`src/rtl/uets_pkg.sv`:
```
package uets_pkg;

	// Fixed sizes of the slot table and the packet limit
	localparam int NUM_SLOTS  = 32;
	localparam int MAX_PACKET = 64;
	localparam int SLOT_IDX_W = (NUM_SLOTS > 1) ? $clog2(NUM_SLOTS) : 1;

	// Field widths
	localparam int OP_W   = 2;
	localparam int SLOT_W = 5;
	localparam int LEN_W  = 16;
	localparam int PKT_W  = 7;

	// Register reset value
	localparam logic [PKT_W-1:0] MPS_RESET = 7'd64;

	// Operation codes
	localparam logic [OP_W-1:0] OP_START      = 2'd0;
	localparam logic [OP_W-1:0] OP_PKT_DONE   = 2'd1;
	localparam logic [OP_W-1:0] OP_FORCE_DATA1 = 2'd2;

	// Status codes
	localparam logic STATUS_OK   = 1'b0;
	localparam logic STATUS_BUSY = 1'b1;

	// Command queue between front and back
	localparam int QDEPTH = 2;
	localparam int QPTR_W = 1;
	localparam int QCNT_W = 2;

	typedef struct packed {
		logic [OP_W-1:0]   operation;
		logic [SLOT_W-1:0] endpoint_slot;
		logic [LEN_W-1:0]  request_length;
		logic [PKT_W-1:0]  actual_length;
	} cmd_t;

	typedef struct packed {
		logic              status;
		logic              issue_packet;
		logic [PKT_W-1:0]  packet_length;
		logic              packet_pid;
		logic              packet_full;
		logic              packet_last;
		logic              transfer_done;
		logic [LEN_W-1:0]  done_length;
	} result_t;

	// Queue head handed to the back part
	typedef struct packed {
		logic valid;
		cmd_t cmd;
	} qhead_t;

endpackage

```
`src/rtl/uets_front.sv`:
```
module uets_front (
	input  logic           clk,
	input  logic           arst_n,
	input  logic           start,
	output logic           busy,
	input  uets_pkg::cmd_t cmd,
	output uets_pkg::qhead_t head,
	input  logic           pop
);
	import uets_pkg::*;

	cmd_t              mem_q [QDEPTH];
	logic [QPTR_W-1:0] wr_ptr_q;
	logic [QPTR_W-1:0] rd_ptr_q;
	logic [QCNT_W-1:0] count_q;
	logic              push;
	logic              do_pop;

	assign busy   = (count_q == QCNT_W'(QDEPTH));
	assign push   = start && !busy;
	assign do_pop = pop && (count_q != '0);

	assign head.valid = (count_q != '0);
	assign head.cmd   = mem_q[rd_ptr_q];

	// payload store, no reset
	always_ff @(posedge clk) begin
		if (push) begin
			mem_q[wr_ptr_q] <= cmd;
		end
	end

	always_ff @(posedge clk or negedge arst_n) begin
		if (!arst_n) begin
			wr_ptr_q <= '0;
			rd_ptr_q <= '0;
			count_q  <= '0;
		end else begin
			if (push) begin
				wr_ptr_q <= wr_ptr_q + QPTR_W'(1);
			end
			if (do_pop) begin
				rd_ptr_q <= rd_ptr_q + QPTR_W'(1);
			end
			unique case ({push, do_pop})
				2'b10:   count_q <= count_q + QCNT_W'(1);
				2'b01:   count_q <= count_q - QCNT_W'(1);
				default: count_q <= count_q;
			endcase
		end
	end

endmodule

```
`src/rtl/uets_back.sv`:
```
module uets_back (
	input  logic                        clk,
	input  logic                        arst_n,
	input  uets_pkg::qhead_t            head,
	output logic                        pop,
	input  logic [uets_pkg::PKT_W-1:0]  max_packet_size,
	output logic                        result_strobe,
	output uets_pkg::result_t           result
);
	import uets_pkg::*;

	logic             busy_q   [NUM_SLOTS];
	logic [LEN_W-1:0] total_q  [NUM_SLOTS];
	logic [LEN_W-1:0] moved_q  [NUM_SLOTS];
	logic             toggle_q [NUM_SLOTS];

	logic                  strobe_s1;
	result_t               result_s1;

	logic [SLOT_IDX_W-1:0] idx;
	logic                  in_range;
	logic                  act;
	logic                  cur_busy;
	logic [LEN_W-1:0]      cur_total;
	logic [LEN_W-1:0]      cur_moved;
	logic                  cur_toggle;
	logic [PKT_W-1:0]      mps;
	logic [LEN_W:0]        sum;
	logic [LEN_W-1:0]      sat_sum;
	logic [LEN_W-1:0]      iss_total;
	logic [LEN_W-1:0]      iss_moved;
	logic [LEN_W-1:0]      remaining;
	logic [PKT_W-1:0]      len;
	logic                  last;
	logic                  wr;
	logic                  nxt_busy;
	logic [LEN_W-1:0]      nxt_total;
	logic [LEN_W-1:0]      nxt_moved;
	logic                  nxt_toggle;
	result_t               res;

	// back part never stalls: take the head whenever there is one
	assign pop = head.valid;
	assign act = head.valid && in_range;

	assign idx      = head.cmd.endpoint_slot[SLOT_IDX_W-1:0];
	assign in_range = (int'(head.cmd.endpoint_slot) < NUM_SLOTS);

	assign cur_busy   = busy_q[idx];
	assign cur_total  = total_q[idx];
	assign cur_moved  = moved_q[idx];
	assign cur_toggle = toggle_q[idx];

	// effective packet size: zero acts as one, capped at the build limit
	always_comb begin
		if (max_packet_size == '0) begin
			mps = PKT_W'(1);
		end else if (int'(max_packet_size) > MAX_PACKET) begin
			mps = PKT_W'(MAX_PACKET);
		end else begin
			mps = max_packet_size;
		end
	end

	assign sum     = {1'b0, cur_moved} + (LEN_W+1)'(head.cmd.actual_length);
	assign sat_sum = sum[LEN_W] ? '1 : sum[LEN_W-1:0];

	// packet sizing, shared by start and continue
	assign iss_total = (head.cmd.operation == OP_START) ? head.cmd.request_length : cur_total;
	assign iss_moved = (head.cmd.operation == OP_START) ? '0 : sat_sum;
	assign remaining = (iss_moved < iss_total) ? (iss_total - iss_moved) : '0;
	assign len       = (remaining < LEN_W'(mps)) ? remaining[PKT_W-1:0] : mps;
	assign last      = (({1'b0, iss_moved} + (LEN_W+1)'(len)) >= {1'b0, iss_total});

	always_comb begin
		res        = '0;
		wr         = 1'b0;
		nxt_busy   = cur_busy;
		nxt_total  = cur_total;
		nxt_moved  = cur_moved;
		nxt_toggle = cur_toggle;
		if (act) begin
			unique case (head.cmd.operation)
				OP_START: begin
					if (cur_busy) begin
						res.status = STATUS_BUSY;
					end else begin
						wr                = 1'b1;
						nxt_busy          = 1'b1;
						nxt_total         = head.cmd.request_length;
						nxt_moved         = '0;
						nxt_toggle        = ~cur_toggle;
						res.status        = STATUS_OK;
						res.issue_packet  = 1'b1;
						res.packet_length = len;
						res.packet_pid    = cur_toggle;
						res.packet_full   = ~head.cmd.endpoint_slot[0];
						res.packet_last   = last;
					end
				end
				OP_PKT_DONE: begin
					if (cur_busy) begin
						wr = 1'b1;
						if ((sat_sum >= cur_total) || (head.cmd.actual_length < mps)) begin
							nxt_busy          = 1'b0;
							nxt_total         = '0;
							nxt_moved         = '0;
							res.transfer_done = 1'b1;
							res.done_length   = sat_sum;
						end else begin
							nxt_moved         = sat_sum;
							nxt_toggle        = ~cur_toggle;
							res.issue_packet  = 1'b1;
							res.packet_length = len;
							res.packet_pid    = cur_toggle;
							res.packet_full   = ~head.cmd.endpoint_slot[0];
							res.packet_last   = last;
						end
					end
				end
				OP_FORCE_DATA1: begin
					wr         = 1'b1;
					nxt_toggle = 1'b1;
				end
				default: begin
					wr = 1'b0;
				end
			endcase
		end
	end

	always_ff @(posedge clk or negedge arst_n) begin
		if (!arst_n) begin
			for (int i = 0; i < NUM_SLOTS; i++) begin
				busy_q[i]   <= 1'b0;
				total_q[i]  <= '0;
				moved_q[i]  <= '0;
				toggle_q[i] <= 1'b0;
			end
		end else if (wr) begin
			busy_q[idx]   <= nxt_busy;
			total_q[idx]  <= nxt_total;
			moved_q[idx]  <= nxt_moved;
			toggle_q[idx] <= nxt_toggle;
		end
	end

	always_ff @(posedge clk or negedge arst_n) begin
		if (!arst_n) begin
			strobe_s1 <= 1'b0;
		end else begin
			strobe_s1 <= head.valid;
		end
	end

	always_ff @(posedge clk) begin
		result_s1 <= res;
	end

	assign result_strobe = strobe_s1;
	assign result        = result_s1;

endmodule

```
`src/rtl/usb_endpoint_transfer_segmenter.sv`:
```
// Channel   Ports                         Handshake
// -------   ---------------------------   ----------------------------------------
// command   start, busy, cmd              taken at an edge with start high, busy low
// result    result_strobe, result         one cycle per item, cannot be held off
// config    cfg_wen, cfg_wdata            written at an edge with cfg_wen high
//
// Sustains one item per cycle; every item gives one result, registered through
// one queue stage and one slot read-modify-write stage.
// The slot table is one read-modify-write port, which sets that single-cycle rate.
// Reset clears the slot table and the queue at once and sets max packet to 64.
// busy rises only when the two-entry command queue is full; with the back part
// draining one item a cycle it stays low in practice.
module usb_endpoint_transfer_segmenter (
	input  logic                       clk,
	input  logic                       arst_n,
	input  logic                       start,
	output logic                       busy,
	input  uets_pkg::cmd_t             cmd,
	input  logic                       cfg_wen,
	input  logic [uets_pkg::PKT_W-1:0] cfg_wdata,
	output logic                       result_strobe,
	output uets_pkg::result_t          result
);
	import uets_pkg::*;

	// shared max packet size register
	logic [PKT_W-1:0] mps_q;
	qhead_t           head;
	logic             pop;

	always_ff @(posedge clk or negedge arst_n) begin
		if (!arst_n) begin
			mps_q <= MPS_RESET;
		end else if (cfg_wen) begin
			mps_q <= cfg_wdata;
		end
	end

	// front: take and hold each item in the queue
	uets_front u_front (
		.clk    (clk),
		.arst_n (arst_n),
		.start  (start),
		.busy   (busy),
		.cmd    (cmd),
		.head   (head),
		.pop    (pop)
	);

	// back: update the slot and emit the result item
	uets_back u_back (
		.clk             (clk),
		.arst_n          (arst_n),
		.head            (head),
		.pop             (pop),
		.max_packet_size (mps_q),
		.result_strobe   (result_strobe),
		.result          (result)
	);

endmodule

```
`config.mk`:
```
export PLATFORM = sky130hd
export DESIGN_NAME = usb_endpoint_transfer_segmenter
export DESIGN_NICKNAME = d
export VERILOG_FILES = /design/src/rtl/uets_pkg.sv /design/src/rtl/uets_front.sv /design/src/rtl/uets_back.sv /design/src/rtl/usb_endpoint_transfer_segmenter.sv
export SDC_FILE = /design/constraint.sdc
export NUM_CORES = 2
export LEC_CHECK = 0
export BUFFER_PORTS_ARGS = -buffer_cell sky130_fd_sc_hd__buf_2
export CAP_MARGIN = 20
export CELL_PAD_IN_SITES_DETAIL_PLACEMENT = 0
export CELL_PAD_IN_SITES_GLOBAL_PLACEMENT = 1
export CORE_AREA = 10 10 315 438
export CTS_CLUSTER_SIZE = 14
export DETAILED_ROUTE_END_ITERATION = 8
export DIE_AREA = 0 0 325 448
export MAX_ROUTING_LAYER = met4
export PLACE_DENSITY_LB_ADDON = 0.1
export SETUP_SLACK_MARGIN = 0.3
export SYNTH_ARGS = -nofsm -noshare
export SYNTH_HDL_FRONTEND = slang
export SYNTH_HIERARCHICAL = 1
export SYNTH_SLANG_ARGS = --single-unit
```
`constraint.sdc`:
```
create_clock -name clk -period 20.6 [get_ports clk]
set_clock_uncertainty 0.05 [all_clocks]
set_input_delay 6.18 -clock clk [delete_from_list [all_inputs] [get_ports clk]]
set_output_delay 6.18 -clock clk [all_outputs]
set_load 0.01 [all_outputs]
```
## Yosys cells after proc, flatten, opt, wreduce, memory -nomap -nowiden

Memories as Yosys holds them, arrays and structs flattened.
Index checks and enable logic that the tools add are counted.

- Add/sub/neg operators: 7
- Reductions and logical operators: 11
- Order comparisons: 8
- Equal/unequal tests: 5
- Bitwise logic cells: 3
- Mux-type cells: 58

Operators with widths:

| cell | count |
|---|---|
| $bwmux 512 | 2 |
| $mux 16 | 17 |
| $bmux 16 s5 | 2 |
| $demux 16 s5 | 1 |
| $bwmux 32 | 2 |
| $pmux 16 s2 | 2 |
| $add 16x7->17 | 2 |
| $mux 28 | 1 |
| $mux 11 | 2 |
| $pmux 11 s2 | 1 |
| $mux 7 | 3 |
| $ge 17x16->1 | 1 |
| $mux 1 | 17 |
| $mux 17 | 1 |
| $ge 16x16->1 | 1 |
| $lt 16x16->1 | 1 |
| $lt 16x7->1 | 1 |
| $sub 16x16->16 | 1 |
| $bmux 1 s5 | 2 |
| $gt 7x7->1 const B | 1 |
| $logic_not 7->1 | 1 |
| $lt 7x7->1 | 1 |
| $eq 2x2->1 const B | 3 |
| $ge 6x6->1 const B | 1 |
| other kinds (19) | 25 |

- Memory bits (writable): 60
- Output and inout port bits: 31
- Bits in registers: 1129
- Bits of input ports: 41
- Memories kept: 1
- Word-level logic and storage cells: 234

Memories:

| memory | words | width | rd ports | clocked after Yosys merged registers in | wr ports | RTL line | source |
|---|---|---|---|---|---|---|---|
| u_front.mem_q | 2 | 30 | 1 | 0 | 1 | uets_front.sv:12 | `cmd_t mem_q [QDEPTH];` |

## Depth between registers and ports, before layout

An unclocked memory read counts as a cell.

- Depth in word-level cells: 17
- Gate-level depth with buffers: 67
- Depth with buffers taken out: 56

## Cells and area by module

Netlist, hierarchy kept.

By module, submodules not included:

| module | cells each | sequential area each (um^2) | area an instance (um^2) | instances |
|---|---|---|---|---|
| uets_back | 4966 | 27831.7 | 51450.6 | 1 |
| uets_front | 111 | 1901.8 | 2361.0 | 1 |
| usb_endpoint_transfer_segmenter | 15 | 176.4 | 292.8 | 1 |

## Worst setup path before layout

OpenSTA, ideal clock, no wires.

- Kind: register to register
- Start point: register u_front.rd_ptr_q
- End point: register u_back.result_s1, in the netlist u_back/result[17]
- Arrival time: 11979 ps
- Cell stages (with the launch flop): 65
- Library setup time: 136 ps
- Required time: 20414 ps
- Buffers on the path: 12
- Setup slack: 8435 ps
- Clock period less this slack: 12165 ps
- Path through: dfrtp_1 > buf_4 > mux2_2 > buf_2 > buf_6 > buf_6 > buf_6 > buf_4 > buf_2 > clkbuf_1 > clkbuf_1 > clkbuf_1 > mux4_2 > a22oi_1 > nand4_1 > ha_1 > a21o_1 > a21oi_1 > [... 29 more ...] > a21oi_1 > nor2_1 > nor2_1 > o21bai_1 > a21oi_1 > nor2b_1 > o22ai_1 > nand3b_1 > xor2_1 > nor2_1 > ha_1 > a21o_1 > a21oi_1 > nor2b_1 > o21ai_0 > nand2_1 > o221ai_1 > a31oi_1

RTL lines:

| what | RTL line | source |
|---|---|---|
| from (decl) | uets_front.sv:14 | `logic [QPTR_W-1:0] rd_ptr_q;` |
| from (signal assigned) | uets_front.sv:43 | `rd_ptr_q <= rd_ptr_q + QPTR_W'(1);` |
| to (signal assigned) | uets_back.sv:157 | `result_s1 <= res;` |
| to (decl) | uets_back.sv:18 | `result_t result_s1;` |

==> results.py <==
metrics = {
    "final_layout": {
        "n_antenna_cell": 0,
        "drive_above_1_share": 0.152,
        "syn2layout_area_growth_pct": 11.4,
        "nets": 5075,
    },
    "setup_path": {
        "crit_path_start_kind": "flip-flop",
        "critical_path_required_ns": 21.14,
        "crit_arrival_ns": 14.57,
        "rrSetupSlack_ns": 6.58,
        "max_stage_delay_ns": 0.77,
        "cp-end-kind": "flip-flop",
        "cp_top_family": "compound AO/OA/AOI/OAI gates",
        "criticalPathCategory": "reg2reg",
        "crit_fanout": 47,
        "worstPathBufferInverterCount": 4,
        "critical_path.most_common_cell": "nor2_1",
        "rr_worst_depth": 53,
        "reg2reg_from": "u_front/rd_ptr_q",
        "rr_endpoint": "u_back/result[17]",
        "slowest_stage": "buf_4",
    },
    "drt": {
        "drt_wl_total_um": 181000,
        "vias": 38292,
        "viasPerCell": 5.63,
        "first_pass_iters": 6,
        "drtIter0Drc": 2917,
        "ant_nets": 0,
        "route.detailed.drc": 0,
        "drt-wirelength-per-cell_um": 26.7,
    },
    "synthesis": {
        "synthTopCellsByCount": "nor2_1, dfrtp_1, a21oi_1",
        "synth_edf_count": 60,
        "synth_top_cell_area_share": 0.508,
        "async_reset_ff_frac": 0.925,
        "yosys_warnings": 6,
        "synth.distinct_cells": 82,
        "synth_ff_type": "dfrtp_1",
        "syn_nets": 5213,
        "ys_seq_area_frac": 0.553,
        "synth.most_common_cell": "nor2_1",
        "yosys-top-cells-area": "dfrtp_1, a21oi_1, mux4_2, nor2_1, edfxtp_1",
        "netlist_area_sq_mm": 0.0541,
        "ys_seq_elements": 1189,
        "syn_inst": 5092,
        "synth_top_cell_by_area": "dfrtp_1",
        "avgSynthCellArea_sq_um": 10.6,
    },
    "sta": {
        "setup_violations": 0,
        "hold_ws_ns": 0.426,
        "postLayoutSetupSlackWorst_ns": 6.58,
        "slew_viol_final": 0,
        "fin_crit_ns": 14.02,
        "rsz0062_at_grt": "false",
        "slew_headroom": 0.265,
        "worstMarginPinSlew_ns": 1.10,
        "fin_crit_sh": 0.681,
        "finalSetupTns_ns": 0,
        "finalHoldViolations": 0,
        "fmax_ghz": 0.0713,
    },
    "place": {
        "portBuffers": 71,
        "dpl.hpwl_um": 110000,
        "place_ws_ns": 6.42,
        "place_congestion": 0.868,
    },
    "clock_network": {
        "postCtsSetupRepairBufs": 0,
        "cts_htree_levels": 3,
        "cts_tree": "done",
        "cts.sinks": 1189,
        "cts_resized": 0,
        "cts_inserted_buffers": 119,
        "ctsHoldBuffers": 0,
        "clkLatencyLatePin_ns": 0.76,
        "cts.reportedPaths.clkPinSlew_ns": 0.07,
        "cts_max_path_buffers": 3,
        "cts_root_buf": "clkbuf_16",
    },
    "die": {
        "initial_utilization": 0.416,
        "fp.dieH_um": 448,
        "dieArea_sq_mm": 0.146,
        "row_count": 157,
        "io_pins": 72,
        "core-area_sq_mm": 0.130,
        "die_w_um": 325,
    },
    "worst_hold_path": {
        "whs_endpoint": "u_back/total_q[287]",
        "whs_path_depth": 2,
        "min_path_type": "reg2reg",
        "hp-start": "u_back/total_q[287]",
    },
    "grt": {
        "grt_overflow_total": 0,
        "grt_usage": 0.255,
        "grt_pass1_wl_um": 268000,
        "antenna_found_initial": 0,
        "grt_start_max_net_pins": 156,
        "grt_pass1_vias": 38366,
    },
    "flow_run": {
        "drv_cap": 0,
    },
    "run_status": {
        "outcome": "complete, no violations",
    },
}
[state kept, by name, summed over array words and instances (netlist names)]
| signal | flops |
|---|---|
| u_front/count_q | 2 |
| u_front/mem_q | 60 |
| u_back/result | 29 |
| u_back/total_q | 512 |
| u_back/toggle_q | 32 |
| u_back/moved_q | 512 |
| u_front/rd_ptr_q | 1 |
| u_back/busy_q | 32 |
| u_front/wr_ptr_q | 1 |
| u_back/result_strobe | 1 |
| mps_q | 7 |
[area by class of cell]
class,count,area [sq um]
Fill cell,12220,69700
Sequential cell,1189,29900
Multi-Input combinational cell,3366,22300
Clock buffer,165,3390
Tap cell,1749,2190
Timing Repair Buffer,201,1430
Clock inverter,58,769
Inverter,77,289
[placed cells by master (no fill, tap or decap), types with 77 or more instances in the layout]
cell,count
a21oi_1,1069
mux2i_1,155
ha_1,77
nand2_1,114
clkbuf_16,120
nor2_1,1090
a22oi_1,86
buf_4,125
mux4_2,200
dfrtp_1,1099
[kinds of logic after synthesis]
logic type,synth area share
compound gates,0.145
buf+inv,0.0420
fa+ha+maj,0.0189
xor+xnor,0.00550
flops,0.553
simple gates,0.109
mux,0.127
[worst register-to-register path: cells and delay by family (launching register included)]
family          cells  cell delay (ns)
flops               1             0.48
buf+inv             4             1.85
xor+xnor            1             0.16
simple gates       16             2.82
fa+ha+maj           7             2.39
mux                 2             1.29
compound gates     23             4.81
[how the worst max path moves through the flow]
stage	startpoint	to	depth (start not counted)
finish	u_front/rd_ptr_q	u_back/result[17]	53
detailed placement	u_front/rd_ptr_q	u_back/result[17]	53
global route	u_front/rd_ptr_q	u_back/result[17]	53
floorplan	u_front/rd_ptr_q	u_back/result[17]	64
CTS	u_front/rd_ptr_q	u_back/result[17]	53
global placement	u_front/rd_ptr_q	u_back/result[17]	54
[stage by stage]
stage | utilization | area [sq um] | std cells
global placement | 0.431 | 56100 | 6579
CTS | 0.463 | 60300 | 6804
floorplan | - | 54100 | 5092
finish | 0.464 | 60300 | 6805
global route | 0.464 | 60300 | 6805
detailed placement | 0.431 | 56100 | 6581
[metal layers]
metal / wire (um) / track usage / vias up
li1: - / - / 17619
met1: 77000 / 0.322 / 19527
met2: 92500 / 0.435 / 921
met3: 7070 / 0.0253 / 225
met4: 4840 / 0.0741 / 0
met5: 0 / - / -
Power is not shown: default switching activity piles up to over one toggle a cycle in this logic, so the estimate is an artifact.
